<file path="src/rtl/core/kmhc_pkg.sv">
// ----------------------------------------------------------------------------
// kmhc_pkg
// Shared types, codes and base decoding for the k-mer histogram counter.
// ----------------------------------------------------------------------------
`default_nettype none

package kmhc_pkg;

   localparam int SLOT_BITS      = 32;  // widest table index (k up to 16)
   localparam int INDEX_BITS     = 16;
   localparam int CHAR_BITS      = 8;
   localparam int KLEN_BITS      = 4;
   localparam int COUNT_OUT_BITS = 32;
   localparam int TOTAL_BITS     = 48;

   localparam logic [KLEN_BITS-1:0]  KMER_LENGTH_RESET = 4'd4;
   localparam logic [TOTAL_BITS-1:0] TOTAL_MAX         = {TOTAL_BITS{1'b1}};

   localparam logic OP_BASE = 1'b0;
   localparam logic OP_READ = 1'b1;

   localparam logic [1:0] CODE_A = 2'd0;
   localparam logic [1:0] CODE_C = 2'd1;
   localparam logic [1:0] CODE_G = 2'd2;
   localparam logic [1:0] CODE_T = 2'd3;

   localparam logic [CHAR_BITS-1:0] CHAR_A_UP = 8'h41;
   localparam logic [CHAR_BITS-1:0] CHAR_C_UP = 8'h43;
   localparam logic [CHAR_BITS-1:0] CHAR_G_UP = 8'h47;
   localparam logic [CHAR_BITS-1:0] CHAR_T_UP = 8'h54;
   localparam logic [CHAR_BITS-1:0] CHAR_A_LO = 8'h61;
   localparam logic [CHAR_BITS-1:0] CHAR_C_LO = 8'h63;
   localparam logic [CHAR_BITS-1:0] CHAR_G_LO = 8'h67;
   localparam logic [CHAR_BITS-1:0] CHAR_T_LO = 8'h74;

   typedef struct packed {
      logic                  op;
      logic [CHAR_BITS-1:0]  base_char;
      logic                  read_start;
      logic [INDEX_BITS-1:0] entry_index;
   } kmhc_req_type;

   typedef struct packed {
      logic                      kmer_valid;
      logic [INDEX_BITS-1:0]     kmer_index;
      logic [COUNT_OUT_BITS-1:0] entry_count;
      logic                      bad_base;
      logic [TOTAL_BITS-1:0]     running_total;
   } kmhc_rsp_type;

   // classified work item, front to back
   typedef struct packed {
      logic                  op_read;
      logic                  counted;
      logic                  bad_base;
      logic [INDEX_BITS-1:0] kmer_index;
      logic [SLOT_BITS-1:0]  slot;
   } kmhc_item_type;

   typedef struct packed {
      logic          valid;
      kmhc_item_type item;
   } kmhc_head_type;

   typedef struct packed {
      logic       bad;
      logic [1:0] code;
   } kmhc_base_type;

   function automatic kmhc_base_type decode_base(input logic [CHAR_BITS-1:0] ch);
      kmhc_base_type res;
      res.bad  = 1'b0;
      res.code = CODE_A;
      unique case (ch)
         CHAR_A_UP, CHAR_A_LO: res.code = CODE_A;
         CHAR_C_UP, CHAR_C_LO: res.code = CODE_C;
         CHAR_G_UP, CHAR_G_LO: res.code = CODE_G;
         CHAR_T_UP, CHAR_T_LO: res.code = CODE_T;
         default:              res.bad  = 1'b1;
      endcase
      return res;
   endfunction

endpackage

`default_nettype wire

</file>
<file path="src/rtl/core/kmhc_queue.sv">
// ----------------------------------------------------------------------------
// kmhc_queue
// Small FIFO of classified items between the front and the back.
// ----------------------------------------------------------------------------
`default_nettype none

module kmhc_queue #(
   parameter int DEPTH = 4
) (
   input  wire logic                      clock,
   input  wire logic                      reset,
   input  wire logic                      push,
   input  wire kmhc_pkg::kmhc_item_type   push_item,
   input  wire logic                      pop,
   output logic                           full,
   output kmhc_pkg::kmhc_head_type        head
);

   localparam int PTR_BITS = $clog2(DEPTH);
   localparam int CNT_BITS = $clog2(DEPTH + 1);

   kmhc_pkg::kmhc_item_type entry_ff [DEPTH];
   logic [PTR_BITS-1:0]     wr_ptr_ff, rd_ptr_ff;
   logic [CNT_BITS-1:0]     count_ff;

   function automatic logic [PTR_BITS-1:0] next_ptr(input logic [PTR_BITS-1:0] p);
      return (p == PTR_BITS'(DEPTH - 1)) ? '0 : p + PTR_BITS'(1);
   endfunction

   assign full       = (count_ff == CNT_BITS'(DEPTH));
   assign head.valid = (count_ff != '0);
   assign head.item  = entry_ff[rd_ptr_ff];

   always_ff @(posedge clock) begin
      if (push) begin
         entry_ff[wr_ptr_ff] <= push_item;
      end
   end

   always_ff @(posedge clock) begin
      if (reset) begin
         wr_ptr_ff <= '0;
         rd_ptr_ff <= '0;
         count_ff  <= '0;
      end else begin
         if (push) begin
            wr_ptr_ff <= next_ptr(wr_ptr_ff);
         end
         if (pop) begin
            rd_ptr_ff <= next_ptr(rd_ptr_ff);
         end
         unique case ({push, pop})
            2'b10:   count_ff <= count_ff + CNT_BITS'(1);
            2'b01:   count_ff <= count_ff - CNT_BITS'(1);
            default: count_ff <= count_ff;
         endcase
      end
   end

endmodule

`default_nettype wire

</file>
<file path="config.mk">
export PLATFORM = sky130hd
export DESIGN_NAME = kmhc_queue
export DESIGN_NICKNAME = d
export VERILOG_FILES = /design/src/rtl/core/kmhc_pkg.sv /design/src/rtl/core/kmhc_queue.sv
export SDC_FILE = /design/constraint.sdc
export NUM_CORES = 1
export LEC_CHECK = 0
export ABC_AREA = 1
export BUFFER_PORTS_ARGS = -buffer_cell sky130_fd_sc_hd__buf_2
export CAP_MARGIN = 20
export CORE_ASPECT_RATIO = 0.8
export CORE_MARGIN = 3
export CORE_UTILIZATION = 50
export CTS_BUF_LIST = sky130_fd_sc_hd__clkbuf_4 sky130_fd_sc_hd__clkbuf_8
export DETAILED_ROUTE_END_ITERATION = 10
export MAX_ROUTING_LAYER = met4
export PLACE_DENSITY = 0.75
export SLEW_MARGIN = 20
export SYNTH_ARGS = -nofsm -noshare
export SYNTH_HDL_FRONTEND = slang
export SYNTH_SLANG_ARGS = --single-unit
</file>
<file path="constraint.sdc">
create_clock -name clock -period 3.8 [get_ports clock]
set_clock_uncertainty 0.15 [all_clocks]
set_input_delay 0.38 -clock clock [delete_from_list [all_inputs] [get_ports clock]]
set_output_delay 0.38 -clock clock [all_outputs]
set_load 0.01 [all_outputs]
</file>
# Word level (Yosys, flattened, before mapping)
# Memories as Yosys holds them, arrays and structs flattened. A register that Yosys moved wholly into a read port is not among the register bits.
# Cells that the tools add are included.
[op_classes]
add_sub_neg = 4
mul = 0
div = 0
magnitude_cmp = 0
eq_ne = 5
n_shift = 0
mux = 7
bitwise_logic = 0
reduce_logical = 2
[op_table]
columns = ["op", "count"]
rows = [
  ["$mux W2", 4],
  ["$eq A2 B2 Y1 const B", 3],
  ["$pmux W3 S2", 1],
  ["$add A2 B1 Y2 const B", 2],
  ["$add A3 B1 Y3 const B", 1],
  ["$eq A3 B3 Y1 const B", 1],
  ["$reduce_bool A3 Y1", 1],
  ["$sub A3 B1 Y3 const B", 1],
  ["$eq A2 B1 Y1 const B", 1],
  ["$mux W1", 2],
  ["$reduce_bool A2 Y1", 1],
]
[totals]
register_bits = 7
latch_bits = 0
ramBits = 204
romBits = 0
inputBits = 55
output_inout_bits = 53
elab_cells = 22
mem_count = 1
[memory_table]
columns = ["name", "words", "width", "read_ports", "rd_clocked_by_memory_dff", "write_ports", "line_no", "rtl"]
rows = [
  ["entry_ff", 4, 51, 1, 1, 1, "kmhc_queue.sv:22", "kmhc_pkg::kmhc_item_type entry_ff [DEPTH];"],
]

# Depth between registers and ports, before layout
[depth]
ltp_word = 4
ltp_mapped = 8
ltp_nobuf = 8

# Worst setup path before layout
# No wires, ideal clock.
[synth_path]
path_kind = "register to register"
from = "register wr_ptr_ff[0]"
to = "memory entry_ff[2][0] (netlist name) (enable)"
t_arrival_ns = 1.575
required_time_ns = 3.245
path_slack_ns = 1.670
path_stages_with_launch = 5
n_path_buf = 0
period_less_slack_ns = 2.130
path_cell_list = "dfxtp_1 -> inv_1 -> ha_1 -> nand2_1 -> inv_1"
[synth_lines]
columns = ["element", "line_no", "rtl"]
rows = [
  ["start: declaration", "kmhc_queue.sv:23", "logic [PTR_BITS-1:0] wr_ptr_ff, rd_ptr_ff;"],
  ["start signal: assignment", "kmhc_queue.sv:47", "wr_ptr_ff <= next_ptr(wr_ptr_ff);"],
  ["end: declaration", "kmhc_queue.sv:22", ""],
]
# Straight into the memory's write port.

==> run summary <==
Run status
• **run status** completed

Power
• **VDD IR-drop max** 0.000247 V
• **leak pwr** 3.54 nW
• **combinational power share** 0.110
• **final total power** 0.00507 W
• **P_sw** 0.00118 W
• **switching part of the total** 0.233
• **power per standard cell area** 516 mW/mm^2
• **internal power consumption** 0.00389 W
• **share of power burned in registers** 0.539
• **clock share of power** 0.351

Synth
• **per-instance average area after synthesis** 14.6 um^2
• **register area share after synthesis** 0.782
• **cell type with the largest total area after synthesis** sky130_fd_sc_hd__edfxtp_1
• **syn_nets** 616
• **share of Yosys cell area claimed by the top area cell type** 0.759
• **synth warn** 0
• **Area contributors post-synth** sky130_fd_sc_hd__edfxtp_1 (76%), sky130_fd_sc_hd__nor2_1 (5.3%), sky130_fd_sc_hd__o22ai_1 (4.0%), sky130_fd_sc_hd__o21ai_1 (3.7%), sky130_fd_sc_hd__o21ai_0 (2.8%)
• **number of library cell types mapped by synthesis** 23
• **cell area after technology mapping** 0.00807 mm^2
• **synthesized instance count** 554
• **synthesis-stage register bit count** 213

Floorplanning
• **Die Span X** 148 um
• **Std-Cell Rows** 40
• **height of the die** 120 um
• **count of pins on the block boundary** 108
• **die area** 0.0177 mm^2
• **Core Box Area** 0.0154 mm^2
• **Initial Util** 0.523

Timing
• **RSZ-0062 raised after global routing** no
• **Setup Total Neg Slack** 0 ns
• **Final min period** 2.84 ns
• **final number of setup-violating endpoints** 0
• **relative slew slack** 0.307
• **slew at the pin closest to its max-slew limit** 1.04 ns
• **fin. max-slew vios** 0
• **highest achievable clock rate** 0.352 GHz
• **post-route clock period utilization** 0.747
• **final count of hold timing violations** 0

Place
• **count of port buffers added during placement** 107
• **placer congestion estimate** 0.701
• **HPWL after detailed placement** 8.96 mm
• **total instance count after detailed placement** 847
• **Placed Area** 0.00868 mm^2

Layout
• **area growth from synthesis to final layout** 21.7%
• **cell area after layout** 0.00982 mm^2
• **count of inserted antenna diode cells** 0
• **number of nets at the end of the flow** 787
• **ratio of cells with drive above 1 in the final layout** 0.234
• **final cell count without fillers** 954

Setup path
• **type of the worst setup path** reg2out
• **kind of start point of the critical path** flop
• **Critical Path RT** 3.27 ns
• **arrival time of the worst setup path** 2.31 ns
• **endpoint kind of the worst setup timing path** primary output
• **Crit Path Max Fanout** 102

Clock network
• **clock root buffer** sky130_fd_sc_hd__clkbuf_8
• **clock input transition at the sequential cells of the worst setup and hold paths** 0.06 ns
• **CTS tree** yes
• **deepest clock path buffer count** 3
• **deepest level of the CTS H-tree** 2
• **total CTS buffers** 34
• **Post-CTS Setup Bufs** 0
• **total number of clock tree sinks** 213
• **clock latency reported for the late side of the worst-skew pair** 0.47 ns

Routing
• **average wire per standard cell** 17.6 um
• **vias per cell** 5.31
• **drc violations** 0
• **number of vias after detailed routing** 5068
• **routed wire length** 16.8 mm
• **DR iter-0 viols** 376
• **final antenna-violating net count** 0
• **Pre-antenna DRT Iters** 4

Global route
• **first-pass GRT wire length** 26.4 mm
• **Overall Global Routing Usage** 0.194
• **total gr overflow** 0
• **number of antenna violations at the first check in global routing** 0
• **number of global-route vias before repair** 5206
• **pin count of the biggest net entering global routing** 103

Flow run
• **max cap viols** 0

Min path
• **Worst Hold Class** in2reg

per-layer routing:
| metal | GRT usage | share of wire |
|---|---|---|
| met5 | - | 0 |
| met1 | 0.247 | 0.43 |
| met3 | 0.0476 | 0.070 |
| met2 | 0.312 | 0.48 |
| met4 | 0.0589 | 0.017 |
worst paths after layout:
check / to / startpoint / slack (ns) / cells past startpoint
worst min register to register: flop / rd_ptr_ff[0]$_SDFFE_PP0P_ / 0.37 / 2
worst max register to register: entry_ff[0][30]$_DFFE_PP_ / wr_ptr_ff[0]$_SDFFE_PP0P_ / 1.61 / 5
worst max-delay path: head[31] / flop / 0.96 / 4
worst min-delay path: flop / pop / 0.08 / 3
synthesized netlist by cell type (all sizes together):
library cell    n
o21ai         105
buf            24
o22ai          51
a21oi           2
clkbuf          8
fa              1
xor2            1
dfxtp           9
ha              6
nand2          11
edfxtp        204
nor2          113
nor3            2
inv            15
xnor2           1
nand4           1
cell families after synthesis:
logic type | synth area share
buffers and inverters | 0.0385
adder cells (fa/ha/maj) | 0.0118
XOR/XNOR | 0.00217
AND/OR/NAND/NOR | 0.0597
flip-flops | 0.782
AO/OA/AOI/OAI | 0.106
layout make-up:
type                       count  area, um^2
sequential                   213        6310
fill                        1165        5600
multi-input combinational    294        1450
timing repair buffer         167        1120
clock buffer                  48         586
tap                          210         263
inverter                      15        57.6
clock inverter                 7        31.3
critical path, cell delays in order, from the launching register on:
cell	delay (ns)
sky130_fd_sc_hd__dfxtp_4	0.34
sky130_fd_sc_hd__buf_4	0.77
sky130_fd_sc_hd__o21ai_0	0.22
sky130_fd_sc_hd__o22ai_1	0.27
sky130_fd_sc_hd__buf_2	0.18
power by group through the flow:
stage	registers (W)	clock network, W	logic, W
6_report	0.00273	0.00178	0.000558
5_1_grt	0.00274	0.00193	0.000619
4_1_cts	0.00273	0.00182	0.000564
3_5_place_dp	0.00278	0	0.000519
3_3_place_gp	0.00277	0	0.000500
2_1_floorplan	0.00278	0	0.000315
what timing repair did:
action / 4_1_cts / 5_1_grt
resized for setup: 0 / 0
endpoints found under the hold margin: 208 / 0
hold buffers: 52 / 0
per-stage QoR:
step | hold slack (ns) | worst slack, ns | util
6_report | 0.0797 | 0.963 | 0.637
5_1_grt | 0.0966 | 0.778 | 0.637
4_1_cts | 0.0560 | 0.944 | 0.637
3_5_place_dp | 0.359 | 1.47 | 0.563
3_3_place_gp | 0.338 | 1.54 | 0.563
2_1_floorplan | 0.302 | 1.67 | -
registers in the layout (all words and copies together), names as in the netlist, named ones only:
signal / count
count_ff: 3
entry_ff: 204
rd_ptr_ff: 2
wr_ptr_ff: 2
placed cells by master (no fill, tap or decap), drive strengths merged, types with 2 or more instances in the layout:
master and instances:
edfxtp 204, buf 115, nor2 113, o21ai 105
dlygate4sd3 52, o22ai 51, clkbuf 48, inv 14
nand2 11, dfxtp 9, clkinv 7, ha 6
nor3 2, a21oi 2
Note: power is estimated with default switching activity, not from simulation.
