**src/rtl/core/kmhc_pkg.sv**
```systemverilog
// ----------------------------------------------------------------------------
// kmhc_pkg
// Shared types, codes and base decoding for the k-mer histogram counter.
// ----------------------------------------------------------------------------
`default_nettype none

package kmhc_pkg;

   localparam int SLOT_BITS      = 32;  // widest table index (k up to 16)
   localparam int INDEX_BITS     = 16;
   localparam int CHAR_BITS      = 8;
   localparam int KLEN_BITS      = 4;
   localparam int COUNT_OUT_BITS = 32;
   localparam int TOTAL_BITS     = 48;

   localparam logic [KLEN_BITS-1:0]  KMER_LENGTH_RESET = 4'd4;
   localparam logic [TOTAL_BITS-1:0] TOTAL_MAX         = {TOTAL_BITS{1'b1}};

   localparam logic OP_BASE = 1'b0;
   localparam logic OP_READ = 1'b1;

   localparam logic [1:0] CODE_A = 2'd0;
   localparam logic [1:0] CODE_C = 2'd1;
   localparam logic [1:0] CODE_G = 2'd2;
   localparam logic [1:0] CODE_T = 2'd3;

   localparam logic [CHAR_BITS-1:0] CHAR_A_UP = 8'h41;
   localparam logic [CHAR_BITS-1:0] CHAR_C_UP = 8'h43;
   localparam logic [CHAR_BITS-1:0] CHAR_G_UP = 8'h47;
   localparam logic [CHAR_BITS-1:0] CHAR_T_UP = 8'h54;
   localparam logic [CHAR_BITS-1:0] CHAR_A_LO = 8'h61;
   localparam logic [CHAR_BITS-1:0] CHAR_C_LO = 8'h63;
   localparam logic [CHAR_BITS-1:0] CHAR_G_LO = 8'h67;
   localparam logic [CHAR_BITS-1:0] CHAR_T_LO = 8'h74;

   typedef struct packed {
      logic                  op;
      logic [CHAR_BITS-1:0]  base_char;
      logic                  read_start;
      logic [INDEX_BITS-1:0] entry_index;
   } kmhc_req_type;

   typedef struct packed {
      logic                      kmer_valid;
      logic [INDEX_BITS-1:0]     kmer_index;
      logic [COUNT_OUT_BITS-1:0] entry_count;
      logic                      bad_base;
      logic [TOTAL_BITS-1:0]     running_total;
   } kmhc_rsp_type;

   // classified work item, front to back
   typedef struct packed {
      logic                  op_read;
      logic                  counted;
      logic                  bad_base;
      logic [INDEX_BITS-1:0] kmer_index;
      logic [SLOT_BITS-1:0]  slot;
   } kmhc_item_type;

   typedef struct packed {
      logic          valid;
      kmhc_item_type item;
   } kmhc_head_type;

   typedef struct packed {
      logic       bad;
      logic [1:0] code;
   } kmhc_base_type;

   function automatic kmhc_base_type decode_base(input logic [CHAR_BITS-1:0] ch);
      kmhc_base_type res;
      res.bad  = 1'b0;
      res.code = CODE_A;
      unique case (ch)
         CHAR_A_UP, CHAR_A_LO: res.code = CODE_A;
         CHAR_C_UP, CHAR_C_LO: res.code = CODE_C;
         CHAR_G_UP, CHAR_G_LO: res.code = CODE_G;
         CHAR_T_UP, CHAR_T_LO: res.code = CODE_T;
         default:              res.bad  = 1'b1;
      endcase
      return res;
   endfunction

endpackage

`default_nettype wire

```
**src/rtl/core/kmhc_front.sv**
```systemverilog
// ----------------------------------------------------------------------------
// kmhc_front
// Holds k and the base window; classifies each accepted request.
// ----------------------------------------------------------------------------
`default_nettype none

module kmhc_front #(
   parameter int MAX_K = 8
) (
   input  wire logic                               clock,
   input  wire logic                               reset,
   input  wire logic                               csr_write_enable,
   input  wire logic [kmhc_pkg::KLEN_BITS-1:0]     csr_write_data,
   input  wire logic                               take,
   input  wire kmhc_pkg::kmhc_req_type             req_data,
   output kmhc_pkg::kmhc_item_type                 item
);

   localparam int WIN_BITS  = 2 * MAX_K;
   localparam int FILL_BITS = $clog2(MAX_K + 1);

   logic [kmhc_pkg::KLEN_BITS-1:0] kmer_length_ff;
   logic [WIN_BITS-1:0]            window_ff, window_in;
   logic [FILL_BITS-1:0]           fill_ff, fill_in;

   kmhc_pkg::kmhc_base_type        dec;
   logic [WIN_BITS-1:0]            win_base, win_shift, kmask, masked;
   logic [WIN_BITS+1:0]            win_cat;
   logic [FILL_BITS-1:0]           fill_base, fill_next;
   logic [4:0]                     k_eff;
   logic [kmhc_pkg::SLOT_BITS-1:0] masked_ext;

   always_comb begin
      dec       = kmhc_pkg::decode_base(req_data.base_char);
      win_base  = req_data.read_start ? '0 : window_ff;
      fill_base = req_data.read_start ? '0 : fill_ff;
      win_cat   = {win_base, dec.code};
      win_shift = win_cat[WIN_BITS-1:0];
      fill_next = (fill_base < FILL_BITS'(MAX_K)) ? fill_base + FILL_BITS'(1) : fill_base;

      // zero acts as one, anything above MAX_K as MAX_K
      if (kmer_length_ff == '0) begin
         k_eff = 5'd1;
      end else if ({1'b0, kmer_length_ff} > 5'(MAX_K)) begin
         k_eff = 5'(MAX_K);
      end else begin
         k_eff = {1'b0, kmer_length_ff};
      end

      for (int i = 0; i < MAX_K; i++) begin
         kmask[2*i +: 2] = (5'(i) < k_eff) ? 2'b11 : 2'b00;
      end
      masked     = win_shift & kmask;
      masked_ext = kmhc_pkg::SLOT_BITS'(masked);

      item       = '0;
      window_in  = window_ff;
      fill_in    = fill_ff;
      if (req_data.op == kmhc_pkg::OP_READ) begin
         item.op_read    = 1'b1;
         item.kmer_index = req_data.entry_index;
         item.slot       = kmhc_pkg::SLOT_BITS'(req_data.entry_index);
      end else if (dec.bad) begin
         item.bad_base = 1'b1;
         window_in     = '0;
         fill_in       = '0;
      end else begin
         item.kmer_index = masked_ext[kmhc_pkg::INDEX_BITS-1:0];
         item.slot       = masked_ext;
         item.counted    = (5'(fill_next) >= k_eff);
         window_in       = win_shift;
         fill_in         = fill_next;
      end
   end

   always_ff @(posedge clock) begin
      if (reset) begin
         kmer_length_ff <= kmhc_pkg::KMER_LENGTH_RESET;
         window_ff      <= '0;
         fill_ff        <= '0;
      end else begin
         if (csr_write_enable) begin
            kmer_length_ff <= csr_write_data;
         end
         if (take) begin
            window_ff <= window_in;
            fill_ff   <= fill_in;
         end
      end
   end

endmodule

`default_nettype wire

```
**config.mk**
```make
export PLATFORM = sky130hd
export DESIGN_NAME = kmhc_front
export DESIGN_NICKNAME = d
export VERILOG_FILES = /design/src/rtl/core/kmhc_pkg.sv /design/src/rtl/core/kmhc_front.sv
export SDC_FILE = /design/constraint.sdc
export NUM_CORES = 1
export LEC_CHECK = 0
export CORE_MARGIN = 2
export CORE_UTILIZATION = 37
export DETAILED_ROUTE_END_ITERATION = 8
export DONT_BUFFER_PORTS = 1
export SYNTH_ARGS = -nofsm -noshare
export SYNTH_HDL_FRONTEND = slang
export SYNTH_SLANG_ARGS = --single-unit
```
**constraint.sdc**
```tcl
create_clock -name clock -period 1.7 [get_ports clock]
set_input_delay 0.17 -clock clock [delete_from_list [all_inputs] [get_ports clock]]
set_output_delay 0.17 -clock clock [all_outputs]
set_load 0.01 [all_outputs]
```
==> Word level (Yosys, flattened, before mapping) <==
Cells that the tools add are included.
{ "op_classes": {"n_addsub": 1, "order_cmp": 11, "multipliers": 0, "shift": 0, "bitwise_logic": 2, "mux": 22, "n_eq_ne": 8, "reduce_logical": 6, "n_div": 0} }
{ "op_table": {"columns": ["operator", "n"], "rows": [
  ["$mux W48", 2],
  ["$eq A8 B7 Y1 const B", 8],
  ["$mux W14", 2],
  ["$lt A3 B5 Y1 const A", 4],
  ["$mux W4", 5],
  ["$mux W2", 9],
  ["$and A16 B16 Y16", 1],
  ["$lt A1 B5 Y1 const A", 2],
  ["$lt A2 B5 Y1 const A", 2],
  ["$reduce_or A8 Y1", 1],
  ["$pmux W2 S3", 1],
  ["$reduce_or A2 Y1", 3],
  ["$ge A4 B5 Y1", 1],
  ["$add A4 B1 Y4 const B", 1],
  ["$gt A4 B4 Y1 const B", 1],
  ["$logic_not A4 Y1", 1],
  ["$lt A4 B4 Y1 const B", 1],
  ["$mux W1", 3],
  ["$reduce_and A2 Y1", 1],
  ["$not A1 Y1", 1]
]} }
{ "word_totals": {"ramBits": 0, "output_inout_bits": 51, "latch_bits": 0, "mem_bits_ro": 0, "input_bits": 34, "regBits": 22, "memories": 0} }

==> Longest topological paths before layout <==
{ "logic_depth": {"depth_word": 8, "mapped_depth": 9, "mapped_depth_nobuf": 9} }

==> Worst setup path before layout <==
OpenSTA, ideal clock, no wires.
{ "synth_path": {"path_kind": "reg2out", "from": "register fill_ff[0]", "to": "output item[49] (netlist bit)", "slack_ns": -0.180, "stages_incl_launch_ff": 10, "arrival_time_ns": 1.710, "cell_sequence": "dfxtp_1 -> nor2b_1 -> ha_1 -> nand2b_1 -> a32oi_1 -> inv_1 -> ha_1 -> a21boi_0 -> o21ai_1 -> a31oi_1"} }
{ "synth_rtl": {"columns": ["element", "line_no", "source"], "rows": [
  ["from (decl)", "kmhc_front.sv:24", "logic [FILL_BITS-1:0] fill_ff, fill_in;"],
  ["from (signal assigned)", "kmhc_front.sv:87", "fill_ff <= fill_in;"],
  ["to (decl)", "kmhc_front.sv:16", "output kmhc_pkg::kmhc_item_type item"]
]} }

==> impl_results.md <==
- Status: complete, but fails checks
- Failing checks: negative setup slack
- Clk pwr share: 41.1%
- Power density over the cells: 748 mW/mm2
- Row count: 23
- # IOs: 85
- Starting Density: 38.0%
- DRC errors left: 0
- Final net count: 204
- Clk pin slew, worst setup/hold paths: 0.08 ns
- FILL cells: 415
- Placed insts: 208
- Layout cell share with drive strength beyond 1: 18.2%
- Setup CP Type: reg2out
- Clock sink count: 22
- Avg Inst Size Synth: 8.68 um2
- Cell Area, Synth: 0.00151 mm2
- Setup TNS: -0.562 ns
- RSZ-0062 raised after global routing: yes
- Die ar.: 0.00461 mm2
- I/O Buffers: 0
- Most common cell after layout, fill and taps aside: dfxtp_1
- First-pass GRT wire length: 5.13 mm
- Core region area: 0.00397 mm2
- R2r startpoint: fill_ff[0]
- Internal power: 0.896 mW
- Cells after Synth: 174
- Placer Congestion: 0.754
- Unique masters post-synth: 39
- Max Cap Viol: 0
- Final setup fails: 1
- Routed WL: 3.44 mm
- Max frequency: 442 MHz
- Hold Fails Final Rpt: 0
- First-pass DRT Iterations: 4
- Final period util: 133%
- Commonest cells after routing, fill and taps aside: 18 x dfxtp_1, 16 x conb_1, 12 x a32o_1, 12 x a22o_1
- DRT iter0 DRCs: 54
- End point of the critical path: item[49]
- P_leak: 0.639 nW
- WL per Instance: 16.0 um
- Worst hold path type: in2reg
- Via count: 1166
- Sw frac: 23.6%
- CP required: 1.53 ns
- Vias in the first global route: 1096
- Crit path max fanout: 2
- Clk buf depth: 2
- Post-synth top area share: 29.2%
- Antenna Diode Count: 0
- Combinational share of power: 13.8%
- CP Launch Point: fill_ff[0]
- Final Util: 39.5%
- Clock skew: 0.00119 ns
- Slew @ Worst Pin: 1.07 ns
- TritonCTS clock tree: built
- R2r setup slk: 0.42 ns
- Half-perimeter wire length after placement: 2.55 mm
- Ys Warns: 0
- Leading area contributor after synthesis: dfxtp_1
- CP Capture Type: primary output
- Final ANT Viol Nets: 0
- Sequential-to-total area share from yosys stat: 29.2%
- Clk_lat worst skew: 0.26 ns
- Num CTS Buffers: 3
- FF-to-FF End: fill_ff[1]
- Htree depth: 1
- Slew margin rel.: 28.7%
- Setup ws final: -0.562 ns
- GRT Total Usage: 14.6%
- Top cells by area, synth: dfxtp_1 29%, buf_4 16%, a32o_1 9.3%
- Fin. max-slew vios: 0
- Worst r2r path cells: 5
- Synthesized flop and latch total: 22
- Max VDD drop: 0.000352 V
- Die H: 67.9 um
- Non-filler cells in the finished layout: 215
- DR vias/cell: 5.42
- Final Critical Period: 2.26 ns
- Initial antenna violation count: 0
- Die Wd: 67.9 um
- WP data arrival: 2.09 ns
- Worst hold slack: 0.00727 ns
- Largest net degree at the start of global routing: 23
- Reg power frac: 45.0%
- Crit path launch type: flop
- CTS root buf: clkbuf_8
- Net switching power: 0.277 mW
- Pre-CTS WS: -0.269 ns
- Layout area overhead: 3.89%
- Grt ovf: 0
how the worst min path moves through the flow:
stage                              to         start  cells past startpoint  slack, ns
CTS                        fill_ff[3]  req_data[16]                      1      0.001
finish              kmer_length_ff[2]         reset                      1      0.007
global placement         window_ff[0]         reset                      1       0.24
global route        kmer_length_ff[2]         reset                      1      0.006
floorplan                  fill_ff[3]  req_data[16]                      1       0.27
detailed placement  kmer_length_ff[0]         reset                      1       0.25
flip-flops by register name, summed over array words and instances (netlist names):
signal,count
fill_ff,4
kmer_length_ff,4
window_ff,14
power by group through the flow:
stage	registers, mW	clock network, mW	logic [mW]
detailed placement	0.540	0	0.151
floorplan	0.540	0	0.185
global route	0.530	0.515	0.179
global placement	0.540	0	0.149
finish	0.528	0.483	0.162
CTS	0.528	0.493	0.159
synth_stat cells:
cell	instances
o21ai_1	2
and4_1	1
o2111ai_1	1
a32o_1	14
ha_1	4
buf_6	2
a21oi_1	2
mux2i_1	3
or2_2	1
dfxtp_1	22
nor3b_1	1
clkbuf_1	5
a211o_1	1
or3_1	1
xnor2_1	1
a32oi_1	1
nand4b_1	1
buf_2	1
buf_4	33
nand2b_1	7
nand2_1	11
and4bb_1	1
a21o_1	2
nor3b_2	1
a41oi_1	1
nand3b_1	1
a21boi_0	1
nor2b_1	6
inv_1	5
a22o_1	12
nor2_1	11
nor4bb_1	1
o31ai_1	1
nand3_1	3
conb_1	1
o21ai_0	8
and4_4	1
mux2_1	1
a31oi_1	2
kinds of logic (layout without fill, tap and decap cells):
logic type      Yosys count  count (layout)  share of synthesized area (%)
other cells               1              16                          0.248
buf+inv                  46              22                           20.7
simple gates             48              48                           17.9
mux                       4               4                           2.73
compound gates           48              48                           25.4
xor+xnor                  1               1                          0.580
fa+ha+maj                 4               4                           3.31
flops                    22              22                           29.2
metrics by stage:
stage          instance area (um2)  power, mW
2_1_floorplan                 1570      0.725
3_3_place_gp                  1410      0.689
3_5_place_dp                  1410      0.690
4_1_cts                       1530       1.18
5_1_grt                       1570       1.22
6_report                      1570       1.17
area by class of cell:
cell class              instances  area [um2]  share of cell area, %
well taps                      50        62.6                   3.99
multi-input cells             121         865                   55.1
repair buffers                 13         106                   6.78
clock inverters                 1        30.0                   1.91
flip-flops and latches         22         445                   28.4
inverters                       5        18.8                   1.20
clock buffers                   3        41.3                   2.63
critical path: stages (launching register included):
cell and delay (ns):
dfxtp_2 0.34, nor2b_4 0.16, ha_4 0.16, nand2b_4 0.06, a32oi_2 0.22, inv_1 0.07
ha_1 0.29, a21boi_2 0.16, o21ai_1 0.07, a31oi_1 0.15, buf_4 0.15
timing repair:
action | CTS | global route
endpoints found under the setup margin | 5 | 5
pin swaps | 5 | 3
endpoints found under the hold margin | 5 | 1
buffers inserted | 0 | 1
gates resized for setup | 11 | 3
hold buffers | 1 | 1
per-layer routing:
| layer | track usage, % | up-vias | wire (um) | share of wire [%] |
|---|---|---|---|---|
| met5 | 0 | - | 0 | 0 |
| met4 | 4.00 | 0 | 44 | 1.3 |
| met3 | 4.28 | 8 | 251 | 7.3 |
| met2 | 25.5 | 42 | 1740 | 51 |
| met1 | 17.4 | 549 | 1400 | 41 |
| li1 | - | 567 | - | - |
Power figures use the tool's default switching activity.
